### config.mk
export PLATFORM = sky130hd
export DESIGN_NAME = pixel_channel_mask_rms_gray_flat
export DESIGN_NICKNAME = d
export VERILOG_FILES = /design/src/rtl/pcmrg_pkg.sv /design/src/rtl/pcmrg_if.sv /design/src/rtl/pcmrg_front.sv /design/src/rtl/pcmrg_sqrt_cell.sv /design/src/rtl/pixel_channel_mask_rms_gray.sv /design/src/flat_wrapper.sv
export SDC_FILE = /design/constraint.sdc
export NUM_CORES = 1
export LEC_CHECK = 0
export BUFFER_PORTS_ARGS = -buffer_cell sky130_fd_sc_hd__buf_4
export CORE_UTILIZATION = 38
export CTS_BUF_LIST = sky130_fd_sc_hd__clkbuf_16
export DETAILED_ROUTE_END_ITERATION = 7
export GPL_TIMING_DRIVEN = 0
export SKIP_CTS_REPAIR_TIMING = 1
export SYNTH_ARGS = -nofsm -noshare
export SYNTH_HDL_FRONTEND = slang
export SYNTH_SLANG_ARGS = --single-unit
### constraint.sdc
create_clock -name clock -period 5.53 [get_ports clock]
set_clock_uncertainty 0.1 [all_clocks]
set_input_delay 0.2765 -clock clock [delete_from_list [all_inputs] [get_ports clock]]
set_output_delay 0.2765 -clock clock [all_outputs]
set_load 0.01 [all_outputs]
### src/rtl/pcmrg_pkg.sv
// Shared types and constants for the pixel channel mask and RMS gray block.
// No dependencies; every other file of the block imports this package.
`timescale 1ns / 1ps

package pcmrg_pkg;

   localparam int CHAN_W     = 8;
   localparam int SQR_W      = 2 * CHAN_W;
   localparam int SUM_W      = SQR_W + 2;
   localparam int QUOT_W     = SQR_W;
   localparam int REM_W      = CHAN_W + 2;
   localparam int SQRT_CELLS = QUOT_W / 2;
   localparam int CSR_ADDR_W = 4;
   localparam int CSR_DATA_W = 32;

   // floor(x / 3) == (x * DIV3_MUL) >> DIV3_SHIFT for every x below 2**DIV3_SHIFT.
   localparam int DIV3_SHIFT = SUM_W + 1;
   localparam int DIV3_W     = SUM_W;
   localparam logic [DIV3_W-1:0] DIV3_MUL = DIV3_W'(((1 << DIV3_SHIFT) + 2) / 3);

   typedef enum logic [1:0] {
      REG_RED   = 2'd0,
      REG_GREEN = 2'd1,
      REG_BLUE  = 2'd2,
      REG_GRAY  = 2'd3
   } reg_idx_type;

   typedef struct packed {
      logic red;
      logic green;
      logic blue;
      logic gray;
   } cfg_type;

   typedef struct packed {
      logic [CHAN_W-1:0] blue;
      logic [CHAN_W-1:0] green;
      logic [CHAN_W-1:0] red;
   } pixel_type;

   // Word that travels down the square-root chain.
   typedef struct packed {
      pixel_type         pixel;
      logic [QUOT_W-1:0] rad;
      logic [REM_W-1:0]  rem;
      logic [CHAN_W-1:0] root;
   } sq_type;

endpackage

### src/rtl/pcmrg_if.sv
// Request and response channel interfaces of the pixel block.
// Depends on pcmrg_pkg for the channel width.
`timescale 1ns / 1ps

interface pcmrg_req_if import pcmrg_pkg::*; ();
   logic              valid;
   logic              ready;
   logic [CHAN_W-1:0] blue_in;
   logic [CHAN_W-1:0] green_in;
   logic [CHAN_W-1:0] red_in;

   modport source (output valid, blue_in, green_in, red_in, input ready);
   modport sink (input valid, blue_in, green_in, red_in, output ready);
endinterface

interface pcmrg_rsp_if import pcmrg_pkg::*; ();
   logic              valid;
   logic              ready;
   logic [CHAN_W-1:0] blue_out;
   logic [CHAN_W-1:0] green_out;
   logic [CHAN_W-1:0] red_out;

   modport source (output valid, blue_out, green_out, red_out, input ready);
   modport sink (input valid, blue_out, green_out, red_out, output ready);
endinterface

### src/rtl/pcmrg_front.sv
// Front end: channel masking, squaring, sum of squares and division by three.
// Three stages with their own valid bits; depends on pcmrg_pkg.
`timescale 1ns / 1ps

module pcmrg_front import pcmrg_pkg::*; (
   input  logic      clock,
   input  logic      reset,
   input  cfg_type   cfg,
   input  logic      in_valid,
   output logic      in_ready,
   input  pixel_type in_pixel,
   output logic      out_valid,
   input  logic      out_ready,
   output sq_type    out_data
);

   logic              va_ff, vb_ff, vc_ff;
   logic              ready_a, ready_b, ready_c;
   pixel_type         pix_a_ff, pix_b_ff, pix_c_ff;
   pixel_type         masked_in;
   logic [SQR_W-1:0]  sq_r_ff, sq_g_ff, sq_b_ff;
   logic [SUM_W-1:0]  sum_in, sum_ff;
   logic [2*DIV3_W-1:0] prod_in;
   logic [QUOT_W-1:0] quot_ff;

   assign ready_c  = !vc_ff || out_ready;
   assign ready_b  = !vb_ff || ready_c;
   assign ready_a  = !va_ff || ready_b;
   assign in_ready = ready_a;

   always_comb begin
      masked_in.blue  = cfg.blue  ? in_pixel.blue  : '0;
      masked_in.green = cfg.green ? in_pixel.green : '0;
      masked_in.red   = cfg.red   ? in_pixel.red   : '0;
   end

   assign sum_in  = SUM_W'(sq_r_ff) + SUM_W'(sq_g_ff) + SUM_W'(sq_b_ff);
   assign prod_in = sum_ff * DIV3_MUL;

   always_ff @(posedge clock) begin
      if (reset) begin
         va_ff <= 1'b0;
         vb_ff <= 1'b0;
         vc_ff <= 1'b0;
      end else begin
         if (ready_a) va_ff <= in_valid;
         if (ready_b) vb_ff <= va_ff;
         if (ready_c) vc_ff <= vb_ff;
      end
   end

   always_ff @(posedge clock) begin
      if (ready_a && in_valid) begin
         pix_a_ff <= masked_in;
         sq_r_ff  <= masked_in.red   * masked_in.red;
         sq_g_ff  <= masked_in.green * masked_in.green;
         sq_b_ff  <= masked_in.blue  * masked_in.blue;
      end
      if (ready_b && va_ff) begin
         pix_b_ff <= pix_a_ff;
         sum_ff   <= sum_in;
      end
      if (ready_c && vb_ff) begin
         pix_c_ff <= pix_b_ff;
         quot_ff  <= prod_in[DIV3_SHIFT +: QUOT_W];
      end
   end

   assign out_valid      = vc_ff;
   assign out_data.pixel = pix_c_ff;
   assign out_data.rad   = quot_ff;
   assign out_data.rem   = '0;
   assign out_data.root  = '0;

endmodule

### src/rtl/pcmrg_sqrt_cell.sv
// One cell of the square-root chain: settles one root bit per pass.
// Takes the top two radicand bits, trial-subtracts, hands the word on; uses pcmrg_pkg.
`timescale 1ns / 1ps

module pcmrg_sqrt_cell import pcmrg_pkg::*; (
   input  logic   clock,
   input  logic   reset,
   input  logic   in_valid,
   output logic   in_ready,
   input  sq_type in_data,
   output logic   out_valid,
   input  logic   out_ready,
   output sq_type out_data
);

   logic             valid_ff;
   sq_type           data_ff, data_in;
   logic [REM_W-1:0] rem_sh, trial;
   logic             fits;

   assign in_ready = !valid_ff || out_ready;

   // The remainder never exceeds twice the partial root, so the shift keeps every bit.
   assign rem_sh = {in_data.rem[REM_W-3:0], in_data.rad[QUOT_W-1 -: 2]};
   assign trial  = {in_data.root, 2'b01};
   assign fits   = rem_sh >= trial;

   always_comb begin
      data_in       = in_data;
      data_in.rad   = {in_data.rad[QUOT_W-3:0], 2'b00};
      data_in.rem   = fits ? rem_sh - trial : rem_sh;
      data_in.root  = {in_data.root[CHAN_W-2:0], fits};
   end

   always_ff @(posedge clock) begin
      if (reset) begin
         valid_ff <= 1'b0;
      end else if (in_ready) begin
         valid_ff <= in_valid;
      end
   end

   always_ff @(posedge clock) begin
      if (in_ready && in_valid) begin
         data_ff <= data_in;
      end
   end

   assign out_valid = valid_ff;
   assign out_data  = data_ff;

endmodule

### src/rtl/pixel_channel_mask_rms_gray.sv
// Pixel channel mask with root-mean-square gray conversion.
// Path from accept to rsp.valid: 3 front stages, 8 root cells (one bit each), output register.
// Throughput: one request per cycle unless rsp.ready is low; the root chain sets the depth.
// Every stage has its own valid bit, so bubbles are filled while the output is stalled.
// Synchronous active-high reset empties the pipeline and clears all four enable registers.
// Depends on pcmrg_pkg, pcmrg_if, pcmrg_front and pcmrg_sqrt_cell.
`timescale 1ns / 1ps

module pixel_channel_mask_rms_gray import pcmrg_pkg::*; (
   input  logic                  clock,
   input  logic                  reset,
   pcmrg_req_if.sink             req,
   pcmrg_rsp_if.source           rsp,
   input  logic                  csr_psel,
   input  logic                  csr_penable,
   input  logic                  csr_pwrite,
   input  logic [CSR_ADDR_W-1:0] csr_paddr,
   input  logic [CSR_DATA_W-1:0] csr_pwdata,
   output logic [CSR_DATA_W-1:0] csr_prdata,
   output logic                  csr_pready
);

   cfg_type     cfg_ff;
   reg_idx_type csr_idx;
   logic        csr_wr;
   logic        csr_bit;
   pixel_type   req_pixel;

   logic        cell_valid [SQRT_CELLS+1];
   logic        cell_ready [SQRT_CELLS+1];
   sq_type      cell_data  [SQRT_CELLS+1];

   logic        out_valid_ff;
   logic        out_load;
   pixel_type   out_pix_ff, out_pix_in;
   sq_type      last;

   // Configuration registers.
   assign csr_pready = 1'b1;
   assign csr_idx    = reg_idx_type'(csr_paddr[CSR_ADDR_W-1:2]);
   assign csr_wr     = csr_psel && csr_penable && csr_pwrite && csr_pready;

   always_ff @(posedge clock) begin
      if (reset) begin
         cfg_ff <= '0;
      end else if (csr_wr) begin
         case (csr_idx)
            REG_RED:   cfg_ff.red   <= csr_pwdata[0];
            REG_GREEN: cfg_ff.green <= csr_pwdata[0];
            REG_BLUE:  cfg_ff.blue  <= csr_pwdata[0];
            REG_GRAY:  cfg_ff.gray  <= csr_pwdata[0];
            default: ;
         endcase
      end
   end

   always_comb begin
      case (csr_idx)
         REG_RED:   csr_bit = cfg_ff.red;
         REG_GREEN: csr_bit = cfg_ff.green;
         REG_BLUE:  csr_bit = cfg_ff.blue;
         REG_GRAY:  csr_bit = cfg_ff.gray;
         default:   csr_bit = 1'b0;
      endcase
      csr_prdata = {{(CSR_DATA_W-1){1'b0}}, csr_bit};
   end

   // Datapath.
   assign req_pixel.blue  = req.blue_in;
   assign req_pixel.green = req.green_in;
   assign req_pixel.red   = req.red_in;

   pcmrg_front u_front (
      .clock     (clock),
      .reset     (reset),
      .cfg       (cfg_ff),
      .in_valid  (req.valid),
      .in_ready  (req.ready),
      .in_pixel  (req_pixel),
      .out_valid (cell_valid[0]),
      .out_ready (cell_ready[0]),
      .out_data  (cell_data[0])
   );

   for (genvar i = 0; i < SQRT_CELLS; i++) begin : g_cell
      pcmrg_sqrt_cell u_cell (
         .clock     (clock),
         .reset     (reset),
         .in_valid  (cell_valid[i]),
         .in_ready  (cell_ready[i]),
         .in_data   (cell_data[i]),
         .out_valid (cell_valid[i+1]),
         .out_ready (cell_ready[i+1]),
         .out_data  (cell_data[i+1])
      );
   end

   // Output register.
   assign last                   = cell_data[SQRT_CELLS];
   assign cell_ready[SQRT_CELLS] = !out_valid_ff || rsp.ready;
   assign out_load               = cell_ready[SQRT_CELLS] && cell_valid[SQRT_CELLS];

   always_comb begin
      if (cfg_ff.gray) begin
         out_pix_in.blue  = last.root;
         out_pix_in.green = last.root;
         out_pix_in.red   = last.root;
      end else begin
         out_pix_in = last.pixel;
      end
   end

   always_ff @(posedge clock) begin
      if (reset) begin
         out_valid_ff <= 1'b0;
      end else if (cell_ready[SQRT_CELLS]) begin
         out_valid_ff <= cell_valid[SQRT_CELLS];
      end
   end

   always_ff @(posedge clock) begin
      if (out_load) begin
         out_pix_ff <= out_pix_in;
      end
   end

   assign rsp.valid     = out_valid_ff;
   assign rsp.blue_out  = out_pix_ff.blue;
   assign rsp.green_out = out_pix_ff.green;
   assign rsp.red_out   = out_pix_ff.red;

   // With the output register empty, every stage upstream must be able to move.
   a_ready_when_empty: assert property (@(posedge clock) disable iff (reset)
      !out_valid_ff |-> req.ready)
      else $error("request stalled while output register is empty");

   a_gray_equal: assert property (@(posedge clock) disable iff (reset)
      rsp.valid && cfg_ff.gray |->
         rsp.blue_out == rsp.green_out && rsp.green_out == rsp.red_out)
      else $error("gray output channels differ");

   a_mask_red: assert property (@(posedge clock) disable iff (reset)
      rsp.valid && !cfg_ff.gray && !cfg_ff.red |-> rsp.red_out == '0)
      else $error("disabled red channel is not zero");

endmodule

### src/flat_wrapper.sv
// flat-port wrapper written by rule: the top's interface ports become plain ports
module pixel_channel_mask_rms_gray_flat import pcmrg_pkg::*;
  (clock, reset, csr_psel, csr_penable, csr_pwrite, csr_paddr, csr_pwdata, csr_prdata, csr_pready, req_valid, req_blue_in, req_green_in, req_red_in, req_ready, rsp_valid, rsp_blue_out, rsp_green_out, rsp_red_out, rsp_ready);
  pcmrg_req_if req_i ();
  pcmrg_rsp_if rsp_i ();
  input  logic clock;
  input  logic reset;
  input  logic csr_psel;
  input  logic csr_penable;
  input  logic csr_pwrite;
  input  logic [CSR_ADDR_W-1:0] csr_paddr;
  input  logic [CSR_DATA_W-1:0] csr_pwdata;
  output logic [CSR_DATA_W-1:0] csr_prdata;
  output logic csr_pready;
  input wire logic [$bits(req_i.valid)-1:0] req_valid;
  input wire logic [$bits(req_i.blue_in)-1:0] req_blue_in;
  input wire logic [$bits(req_i.green_in)-1:0] req_green_in;
  input wire logic [$bits(req_i.red_in)-1:0] req_red_in;
  output wire logic [$bits(req_i.ready)-1:0] req_ready;
  output wire logic [$bits(rsp_i.valid)-1:0] rsp_valid;
  output wire logic [$bits(rsp_i.blue_out)-1:0] rsp_blue_out;
  output wire logic [$bits(rsp_i.green_out)-1:0] rsp_green_out;
  output wire logic [$bits(rsp_i.red_out)-1:0] rsp_red_out;
  input wire logic [$bits(rsp_i.ready)-1:0] rsp_ready;
  assign req_i.valid = req_valid;
  assign req_i.blue_in = req_blue_in;
  assign req_i.green_in = req_green_in;
  assign req_i.red_in = req_red_in;
  assign req_ready = req_i.ready;
  assign rsp_valid = rsp_i.valid;
  assign rsp_blue_out = rsp_i.blue_out;
  assign rsp_green_out = rsp_i.green_out;
  assign rsp_red_out = rsp_i.red_out;
  assign rsp_i.ready = rsp_ready;
  pixel_channel_mask_rms_gray u_core (.clock(clock), .reset(reset), .req(req_i), .rsp(rsp_i), .csr_psel(csr_psel), .csr_penable(csr_penable), .csr_pwrite(csr_pwrite), .csr_paddr(csr_paddr), .csr_pwdata(csr_pwdata), .csr_prdata(csr_prdata), .csr_pready(csr_pready));
endmodule
==> Word-level counts from Yosys, hierarchy flattened <==
Index checks and enable logic that the tools add are counted.
{ "totals": {"wordCells": 159, "out_inout_bits": 59, "reg_bits": 529} }
{ "op_classes": {"eq_ne": 3, "magnitude_cmp": 8, "reduce_logical": 43, "muxes": 12, "n_addsub": 9, "multipliers": 4} }
{ "ops": {"columns": ["operator", "count"], "rows": [
  ["$mux W8", 9],
  ["$mul A8 B8 Y16", 3],
  ["$mul A18 B18 Y35 const B", 1],
  ["$mux W24", 1],
  ["$add A17 B16 Y18", 1],
  ["$add A16 B16 Y17", 1],
  ["$logic_and A1 B1 Y1", 14],
  ["$logic_not A1 Y1", 12],
  ["$logic_or A1 B1 Y1", 12],
  ["$ge A10 B3 Y1", 1],
  ["$ge A10 B4 Y1", 1],
  ["$ge A10 B5 Y1", 1],
  ["$ge A10 B6 Y1", 1],
  ["$ge A10 B7 Y1", 1],
  ["$ge A10 B8 Y1", 1],
  ["$ge A10 B9 Y1", 1],
  ["$reduce_and A2 Y1", 4],
  ["$sub A8 B3 Y8", 1],
  ["$sub A8 B4 Y8", 1],
  ["$sub A8 B5 Y8", 1],
  ["$sub A8 B6 Y8", 1],
  ["$sub A8 B7 Y8", 1],
  ["$sub A8 B8 Y8", 1],
  ["$eq A2 B2 Y1 const B", 2],
  ["6 further kinds", 6]
]} }

==> Depth between registers and ports, before layout <==
Gate-level depths: netlist (run 1).
{ "depth": {"word_depth": 14, "mapped_depth": 20, "mapped_depth_nobuf": 20} }

==> Cells and area by module <==
Synthesis (run 1) repeated with hierarchy kept, for this count alone.
{ "unflattened": {"hier_cells": 2692, "hier_area_um2": 36595.1} }
{ "by_module_without_submodules": {"columns": ["module", "cells_per_inst", "area_per_inst_um2", "n_inst", "seq_area_each_um2"], "rows": [
  ["pcmrg_sqrt_cell", 138, 2378.5, 8, 1701.6],
  ["pcmrg_front", 1444, 16076.7, 1, 4504.3],
  ["pixel_channel_mask_rms_gray", 144, 1490.2, 1, 820.8]
]} }

==> Worst setup path after synthesis (run 1) <==
Ideal clock, no wire load.
{ "synth_timing": {"kind": "register to register", "startpoint": "reg u_core.u_front.sum_ff[5]", "endpoint": "reg u_core.u_front.quot_ff[12], data pin", "period_less_slack_ps": 5569, "path_stages_with_launch": 20, "arrival_time_ps": 5205, "setup_slack_ps": -39, "setup_time_ps": 264, "required_ps": 5166, "path_cell_list": "edfxtp_1 -> ha_1 -> fa_1 -> inv_1 -> fa_1 -> inv_1 -> fa_1 -> inv_1 -> fa_1 -> fa_1 -> inv_1 -> ha_1 -> a21o_1 -> a21oi_1 -> o21ai_0 -> nand4b_1 -> a31oi_1 -> o21ai_2 -> a221oi_1 -> xnor2_1"} }
{ "synth_between": {"elab_chain_cells": 1} }
{ "synth_rtl": {"columns": ["element", "line", "rtl"], "rows": [
  ["start: declaration", "pcmrg_front.sv:22", "logic [SUM_W-1:0] sum_in, sum_ff;"],
  ["start signal: assignment", "pcmrg_front.sv:61", "sum_ff <= sum_in;"],
  ["$mul A18 B18 Y35", "pcmrg_front.sv:38", "assign prod_in = sum_ff * DIV3_MUL;"],
  ["named net u_core.u_front.prod_in[31]", "pcmrg_front.sv:23", "logic [2*DIV3_W-1:0] prod_in;"],
  ["end signal: assignment", "pcmrg_front.sv:65", "quot_ff <= prod_in[DIV3_SHIFT +: QUOT_W];"],
  ["end: declaration", "pcmrg_front.sv:24", "logic [QUOT_W-1:0] quot_ff;"]
]} }
The timed path passes the listed nets, and every way through them passes these cells.
A chain may end at the register's enable or synchronous reset.

==> Worst setup path in the final report (run 1) <==
{ "layout_timing": {"startpoint": "reg u_core.u_front.sum_ff[3]", "endpoint": "reg u_core.u_front.quot_ff[12], data pin"} }
The elaborated chain is that of the path after synthesis.

==> results.toml, run 1 <==
[run_status]
outcome = "finished, final reports clean"

[global_routing]
grt_pass1_vias = 16700
grt_use_total_pct = 13.1
antenna_found_initial = 1
grt_pass1_wl_um = 82700
grt_max_degree = 67
grt_overflow = 0

[synthesis]
synth-simple-area-share_pct = 6.08
syn_inst = 2212
synth_edf_count = 507
synth-compound-area-share_pct = 4.88
async_flop_share_pct = 0
synth-xor-area-share_pct = 3.14
syn-cell-area_um2 = 29600
netlist_top_cells_area = "edfxtp_1 51%, fa_1 13%, ha_1 12%, inv_1 5.4%, xnor2_1 2.1%"
ys.flop_type = "edfxtp_1"
synth_cell_types = 58
synth_top_family_by_area = "adder cells"
yosys.area.top_type_share_pct = 51.5
ys_ff_latch = 523
synth-adder-area-share_pct = 25.9
synth_area_leader_cell = "edfxtp_1"
seq_area_frac_synth_pct = 52.5
synthMuxAreaShare_pct = 0.892
yosysWarnings = 0
syn_area_per_cell_um2 = 13.4

[route]
drc = 0
drt-wirelength-per-cell_um = 14.4
ant_nets = 0
vias = 16200
first_iter_violations = 742
dr.pass1.iters = 5
wl_um = 50600
vias_per_cell = 4.60

[final_layout]
fill_cells = 6687
nets = 3002
syn_to_final_growth_pct = 17.8
drive_gt1_share_pct = 14.0
final_cell_mix = "507 x edfxtp_1, 421 x inv_1, 269 x ha_1, 195 x fa_1, 140 x buf_4"
final_common_cell = "edfxtp_1"

[worst_setup_path]
crit_type = "reg2reg"
cpPeakStageDelay_ps = 550
crit_arrival_ps = 5660
required_ps = 5770
startpoint_type = "flip-flop"
end_kind = "flip-flop"
crit_fanout = 4
worst_path_max_delay_cell = "fa_1"
path_cells = "ha_4 > xor2_4 > ha_4 > inv_1 > fa_1 > inv_1 > fa_1 > fa_1 > inv_2 > fa_1 > inv_2 > ha_4 > a21o_4 > o21bai_4 > nand4b_1 > buf_6 > a31oi_4 > o21ai_4 > a221oi_2 > xnor2_1"
crit_top_cell = "fa_1"

[pwr]
powerDensity_nw_per_um2 = 519
p_leak_nw = 15.4
peakVddDrop_uv = 668

[timing]
fin_tns_setup_ps = 0
post-route-period-util_pct = 98.0
hold_ws_ps = 40.3
worst_slew_pin_slew_ps = 924
hold_viol = 0
slew_viol_final = 0
max-slew-margin-rel_pct = 38.4
max_freq_ghz = 0.184
fin_crit_ps = 5420
setup_viol = 0

[floorplan]
rows = 101
dieWidth_um = 281
dieHeight_um = 281
start_util_pct = 38.7
ios = 126
fp.dieArea_um2 = 79000
core_um2 = 76500

[placement]
dpl.hpwl_um = 39300
port_buffers = 59
globalplace.congestion = 0.855

[clocking]
clkSlewWorstSetupHoldPaths_ps = 70
cts_buffer_depth = 3
cts_root_buf = "clkbuf_16"
numCtsBuffers = 55
cts_tree = "yes"
ctsHtreeMaxLevel = 2
clock_latency_ps = 630
cts_sinks = 523

[run]
maxCapViolCount = 0

[worst_hold_path]
hold_path.class = "in2reg"
==> sequential cells by signal, indices dropped and copies added (netlist names) <==
signal and flops:
u_core.g_cell.u_cell.out_data 335, u_core.u_front.out_data 24, u_core.u_front.pix_a_ff 24, u_core.u_front.pix_b_ff 24, u_core.u_front.sum_ff 18, u_core.u_front.quot_ff 16
u_core.u_front.sq_b_ff 14, u_core.u_front.sq_g_ff 14, u_core.u_front.sq_r_ff 14, u_core.g_cell.u_cell.out_valid 8, u_core.rsp.blue_out 8, u_core.rsp.green_out 8
u_core.rsp.red_out 8, u_core.cfg_ff 4, u_core.rsp.valid 1, u_core.u_front.out_valid 1, u_core.u_front.va_ff 1, u_core.u_front.vb_ff 1
==> through the flow <==
step           area [um2]  std cells  worst slack, ps  utilization, %  total power, mW
2_1_floorplan       29700       2246             26.7               -             10.2
3_3_place_gp        31500       3335             -846            41.1             11.7
3_5_place_dp        31800       3345             -819            41.5             11.8
4_1_cts             33700       3444             -879            44.1             15.8
5_1_grt             34800       3514            -34.4            45.6             19.6
6_report            34800       3515              108            45.6             18.1
==> kinds of logic (layout without fill, tap and decap cells) <==
logic type	after synthesis	after routing
buffers and inverters	483	721
AO/OA/AOI/OAI	229	229
flip-flops	523	523
AND/OR/NAND/NOR	355	355
other	2	37
adder cells (fa/ha/maj)	493	493
multiplexers	21	21
XOR/XNOR	106	106
==> path summary, 6_finish.rpt <==
kind | startpoint | endpoint | slack (ps) | cells past startpoint
max | u_core.u_front.sum_ff[3]$_DFFE_PP_ | u_core.u_front.quot_ff[12]$_DFFE_PP_ | 110 | 20
min reg2reg | u_core.g_cell[0].u_cell.out_data[35]$_DFFE_PP_ | u_core.g_cell[1].u_cell.out_data[35]$_DFFE_PP_ | 280 | 0
min | reset | u_core.cfg_ff[2]$_SDFFE_PP0P_ | 40 | 2
max reg2reg | u_core.u_front.sum_ff[3]$_DFFE_PP_ | u_core.u_front.quot_ff[12]$_DFFE_PP_ | 110 | 20
==> worst max-delay path: cells and delay by family, from the launching register on <==
family,cells,cell delay [ps]
AO/OA/AOI/OAI,5,950
XOR/XNOR,2,300
adder cells (fa/ha/maj),7,2820
buffers and inverters,5,350
flip-flops,1,540
AND/OR/NAND/NOR,1,120
==> Yosys cell counts (19+ instances only) <==
library cell,n
edfxtp_1,507
inv_1,423
ha_1,295
fa_1,198
nand2_1,82
nor2_1,78
a21oi_1,75
xnor2_1,70
and3_1,62
o21ai_0,50
xor2_1,36
and2_1,33
buf_4,33
clkbuf_1,26
nor2b_1,22
nor3_1,20
o21a_1,19
o21bai_1,19
==> power by group <==
part,switching [mW],total [mW],internal [mW],leakage (nW)
clock,1.53,3.91,2.38,0.961
sequential,0.0572,4.82,4.76,4.79
combinational,5.14,9.36,4.22,9.61
total,6.72,18.1,11.4,15.4
==> final cells by class <==
class,instances,area [um2],share of cell area [%]
antenna,1,2.50,0.00718
tap,1030,1290,3.70
inverter,423,1590,4.56
buffer,60,363,1.04
clock inverter,44,583,1.67
sequential,523,15500,44.6
multi-input combinational,1240,12900,36.9
timing repair buffer,139,1230,3.53
clock buffer,55,1380,3.95
==> layer usage <==
metal | vias to the layer above | track usage, % | share of wire (%)
li1 | 7911 | - | -
met1 | 7937 | 17.2 | 44
met2 | 242 | 22.1 | 49
met3 | 74 | 2.34 | 4.7
met4 | 0 | 3.77 | 2.2
met5 | - | 0 | 0
(Power assumes the default switching activity.)
==> run 2: changes to the inputs <==
CORE_ASPECT_RATIO = 1.4   (was not set)
REMOVE_ABC_BUFFERS = 1   (was not set)
==> results.toml, run 2 (synthesis results as in run 1) <==
[run_status]
outcome = "complete, but fails checks"
violations = "negative hold slack, negative setup slack"

[final_layout]
antennaDiodeCount = 0
final_cell_mix = "507 x edfxtp_1, 430 x inv_1, 278 x ha_1, 195 x fa_1, 103 x buf_4"
largest_reg_flops = 335
final_util_pct = 44.2
drive_gt1_share_pct = 11.4
fin_cells = 3441
final_common_cell = "edfxtp_1"
nets = 2926
syn_to_final_growth_pct = 14.7

[worst_hold_path]
hold_depth = 4
hold_path.class = "in2reg"
hp-start = "csr_paddr[3]"
hold_end = "u_core.cfg_ff[1]$_SDFFE_PP0P_"

[worst_setup_path]
r2r_slack_ps = -200
cp-startpoint = "u_core.u_front.sum_ff[3]$_DFFE_PP_"
reg2reg_to = "u_core.u_front.quot_ff[14]$_DFFE_PP_"
startpoint_type = "flip-flop"
crit_type = "reg2reg"
reg2regPathDepth = 20
r2r_start = "u_core.u_front.sum_ff[3]$_DFFE_PP_"
required_ps = 5780
crit_fanout = 4
end_kind = "flip-flop"
crit_arrival_ps = 5980

[run]
maxCapViolCount = 0

[timing]
fin_crit_ps = 5730
rsz0062_at_grt = "yes"
hold_ws_ps = -1.75
slew_viol_final = 0
max-slew-margin-rel_pct = 27.7
worst_slew_pin_slew_ps = 1080
finalWorstSetupSlack_ps = -201
setup_viol = 7
max_freq_ghz = 0.175
hold_viol = 1
post-route-period-util_pct = 104

[placement]
port_buffers = 60
globalplace.congestion = 0.910
dpl.hpwl_um = 40500
dp.cells = 3295

[floorplan]
ios = 126
dieWidth_um = 238
dieHeight_um = 332
core_um2 = 76700
fp.dieArea_um2 = 79000
rows = 120
start_util_pct = 38.6

[global_routing]
grt_max_degree = 44
grt_overflow = 0
antenna_found_initial = 0
grt_pass1_wl_um = 82900
grt_use_total_pct = 13.1
grt_pass1_vias = 17100

[route]
vias = 16000
vias_per_cell = 4.65
drc = 0
dr.pass1.iters = 4
wl_um = 51000
drt-wirelength-per-cell_um = 14.8
ant_nets = 0
first_iter_violations = 644

[clocking]
numCtsBuffers = 48
cts_sinks = 523
clkSlewWorstSetupHoldPaths_ps = 60
clock_latency_ps = 590
ctsHtreeMaxLevel = 2
cts_root_buf = "clkbuf_16"
cts_tree = "yes"
cts_buffer_depth = 3

[pwr]
peakVddDrop_uv = 689
powerDensity_nw_per_um2 = 498
p_leak_nw = 14.9
==> run 2: changes by cell type in the layout (fill, tap and decap cells not counted), sizes merged <==
cell and change:
buf -42, clkbuf -32, bufinv -5, inv +2, clkinv -1, clkinvlp -1, diode -1, dlygate4sd3 -1
==> run 2: stage by stage <==
stage                     setup TNS (ps)  power [mW]  setup slack, ps  area [um2]
after floorplan                    -38.5        10.1            -38.5       29400
after global placement            -40700        11.8            -1250       31100
after detailed placement          -13390        11.9            -1170       31400
after CTS                         -14060        15.4            -1240       33100
after global routing               -2560        18.3             -377       33900
final                               -941        16.9             -201       33900
==> run 2: per-layer routing <==
metal	vias to the layer above	GRT usage, %	share of wire (%)
li1	7752	-	-
met1	7897	12.9	36
met5	-	0	0
met3	117	1.68	3.0
met4	0	6.16	4.6
met2	229	26.2	57
==> run 2: area by class of cell <==
type	instances	area, um2
fillers	6832	42800
flip-flops and latches	523	15500
multi-input cells	1240	12700
inverters	423	1590
well taps	1037	1300
clock buffers	49	1230
repair buffers	130	1160
clock inverters	39	412
==> run 2: how the worst max path moves through the flow <==
| stage | end | slack, ps | cells past startpoint |
|---|---|---|---|
| floorplan | u_core.u_front.quot_ff[12]$_DFFE_PP_ | -40 | 19 |
| global placement | u_core.u_front.quot_ff[12]$_DFFE_PP_ | -1250 | 19 |
| detailed placement | u_core.u_front.quot_ff[12]$_DFFE_PP_ | -1170 | 19 |
| CTS | u_core.u_front.quot_ff[14]$_DFFE_PP_ | -1240 | 20 |
| global route | u_core.u_front.quot_ff[14]$_DFFE_PP_ | -380 | 20 |
| finish | u_core.u_front.quot_ff[14]$_DFFE_PP_ | -200 | 20 |
==> run 2: where the power goes <==
group / switching, mW / leakage (nW) / internal, mW
Sequential: 0.0687 / 4.79 / 4.76
Combinational: 4.94 / 9.34 / 3.76
Clock: 1.42 / 0.823 / 1.95
==> run 2: worst max-delay path, cell delays in order (launching register included) <==
cell and delay [ps]:
edfxtp_1 520, ha_4 360, xor2_4 230, ha_1 270, inv_1 80, fa_1 380
inv_1 80, fa_2 470, fa_1 560, inv_1 60, fa_1 560, inv_1 80
ha_4 280, nand3_2 110, nor3_4 270, o31ai_4 150, nand4b_1 210, nand2_2 120
o21ai_4 250, a211oi_4 70, o311ai_2 290
==> run 3: changes to the inputs <==
CORE_UTILIZATION = 24   (was 38)
GPL_ROUTABILITY_DRIVEN = 0   (was not set)
SETUP_SLACK_MARGIN = 0.3   (was not set)
==> results.toml, run 3 (synthesis results as in run 1) <==
[route]
dr.pass1.iters = 4
first_iter_violations = 573
dr_wl_met2_um = 26900
wl_met1_um = 20600
wl_um = 51100
vias = 15700
wl_met3_um = 1530
vias_per_cell = 3.89
maxUsedRoutingLayer = "met4"
drt-wirelength-per-cell_um = 12.6
drc = 0
ant_nets = 0

[run]
maxCapViolCount = 0

[timing]
setup_viol = 3
max-slew-margin-rel_pct = 27.4
hold_viol = 0
max_freq_ghz = 0.179
finalWorstSetupSlack_ps = -44.2
worst_slew_pin_slew_ps = 1090
fin_tns_setup_ps = -48.5
fin_crit_ps = 5570
hold_ws_ps = 5.79
rsz0062_at_grt = "yes"
slew_viol_final = 0
post-route-period-util_pct = 101

[worst_setup_path]
cpPeakStageDelay_ps = 600
worst_path_max_delay_cell = "fa_1"
crit_type = "reg2reg"
crit_arrival_ps = 5850
crit_top_cell = "fa_1"
path_cells = "buf_4 > ha_1 > inv_1 > fa_1 > fa_1 > fa_1 > inv_1 > fa_1 > ha_4 > nand4_1 > a2111oi_4 > buf_4 > o31ai_4 > nand4b_1 > nand2_2 > o21ai_4 > a211oi_4 > o311ai_4"
required_ps = 5810
crit_fanout = 4
end_kind = "flip-flop"
startpoint_type = "flip-flop"

[run_status]
outcome = "complete, but fails checks"
violations = "negative setup slack"

[final_layout]
largest_reg_flops = 335
final_common_cell = "edfxtp_1"
final_util_pct = 28.6
fill_cells = 12500
final_cell_mix = "507 x edfxtp_1, 422 x inv_1, 267 x ha_1, 194 x fa_1, 110 x buf_4"
syn_to_final_growth_pct = 18.2
nets = 2946
drive_gt1_share_pct = 13.2

[global_routing]
grt_pass1_wl_um = 81600
grt_max_degree = 67
grt_use_total_pct = 8.12
grt_overflow = 0
grt_pass1_vias = 16200
antenna_found_initial = 1

[clocking]
cts_root_buf = "clkbuf_16"
ctsHtreeMaxLevel = 2
numCtsBuffers = 53
cts_sinks = 523
clock_latency_ps = 600
cts_buffer_depth = 3
cts_tree = "yes"
clkSlewWorstSetupHoldPaths_ps = 60

[pwr]
p_comb_share_pct = 51.0
internal_power_mw = 10.4
pwr-share-clk_pct = 20.0
power.switching_mw = 6.22
p_sw_share_pct = 37.5
sequentialPowerShare_pct = 29.0
p_leak_nw = 15.1
peakVddDrop_uv = 532
powerDensity_nw_per_um2 = 475

[floorplan]
core_um2 = 122000
rows = 152
dieWidth_um = 299
fp.dieArea_um2 = 125000
ios = 126
start_util_pct = 24.2
dieHeight_um = 417

[placement]
dpl.hpwl_um = 39500
port_buffers = 60

[worst_hold_path]
hold_path.class = "in2reg"
## run 3: cell types whose count changed in the layout (fill, tap and decap cells not counted), sizes merged
cell	delta
clkinv	+1
inv	+4
buf	+11
diode	+1
clkbuf	+4
dlygate4sd3	+4
bufinv	-4
## run 3: worst paths after layout
check             slack, ps  depth (start not counted)                                             end                                           start
hold reg to reg         310                          0  u_core.g_cell[3].u_cell.out_data[30]$_DFFE_PP_  u_core.g_cell[2].u_cell.out_data[28]$_DFFE_PP_
setup / recovery        -40                         18            u_core.u_front.quot_ff[14]$_DFFE_PP_             u_core.u_front.sum_ff[13]$_DFFE_PP_
hold / removal            6                          3           u_core.u_front.pix_a_ff[20]$_DFFE_PP_                                  req_blue_in[4]
setup reg to reg        -40                         18            u_core.u_front.quot_ff[14]$_DFFE_PP_             u_core.u_front.sum_ff[13]$_DFFE_PP_
## run 3: worst max-delay path: cells and delay by family (launching register included)
kind / cells / cell delay, ps
buffers and inverters: 4 / 490
AND/OR/NAND/NOR: 3 / 550
AO/OA/AOI/OAI: 5 / 1100
flip-flops: 1 / 480
adder cells (fa/ha/maj): 6 / 2640
## run 3: power groups by stage
stage | registers, mW | logic, mW | clock network [mW]
after floorplan | 4.89 | 5.20 | 0
after global placement | 4.93 | 6.66 | 0
after detailed placement | 4.93 | 6.76 | 0
after CTS | 4.84 | 6.83 | 3.44
after global routing | 4.83 | 9.54 | 3.58
final | 4.82 | 8.46 | 3.32
## run 3: metrics by stage
stage	cells	instance area, um2	setup slack, ps	power, mW
after floorplan	2186	29400	-38.5	10.1
after global placement	3863	31800	-1360	11.6
after detailed placement	3874	32100	-1340	11.7
after CTS	3967	33800	-1380	15.1
after global routing	4042	35000	-198	17.9
final	4042	35000	-44.2	16.6
## run 3: layout make-up
| class | instances | area, um2 | area share [%] |
|---|---|---|---|
| Multi-Input combinational cell | 1240 | 12900 | 36.8 |
| Clock buffer | 53 | 1330 | 3.79 |
| Antenna cell | 1 | 2.50 | 0.00716 |
| Clock inverter | 40 | 308 | 0.880 |
| Sequential cell | 523 | 15600 | 44.5 |
| Inverter | 423 | 1590 | 4.54 |
| Tap cell | 1617 | 2020 | 5.78 |
| Timing Repair Buffer | 145 | 1290 | 3.70 |
## run 3: routing by layer
metal | GRT usage (%) | vias to the layer above
met2 | 15.2 | 192
li1 | - | 7799
met4 | 3.51 | 0
met3 | 1.15 | 93
met5 | 0 | -
met1 | 9.05 | 7646
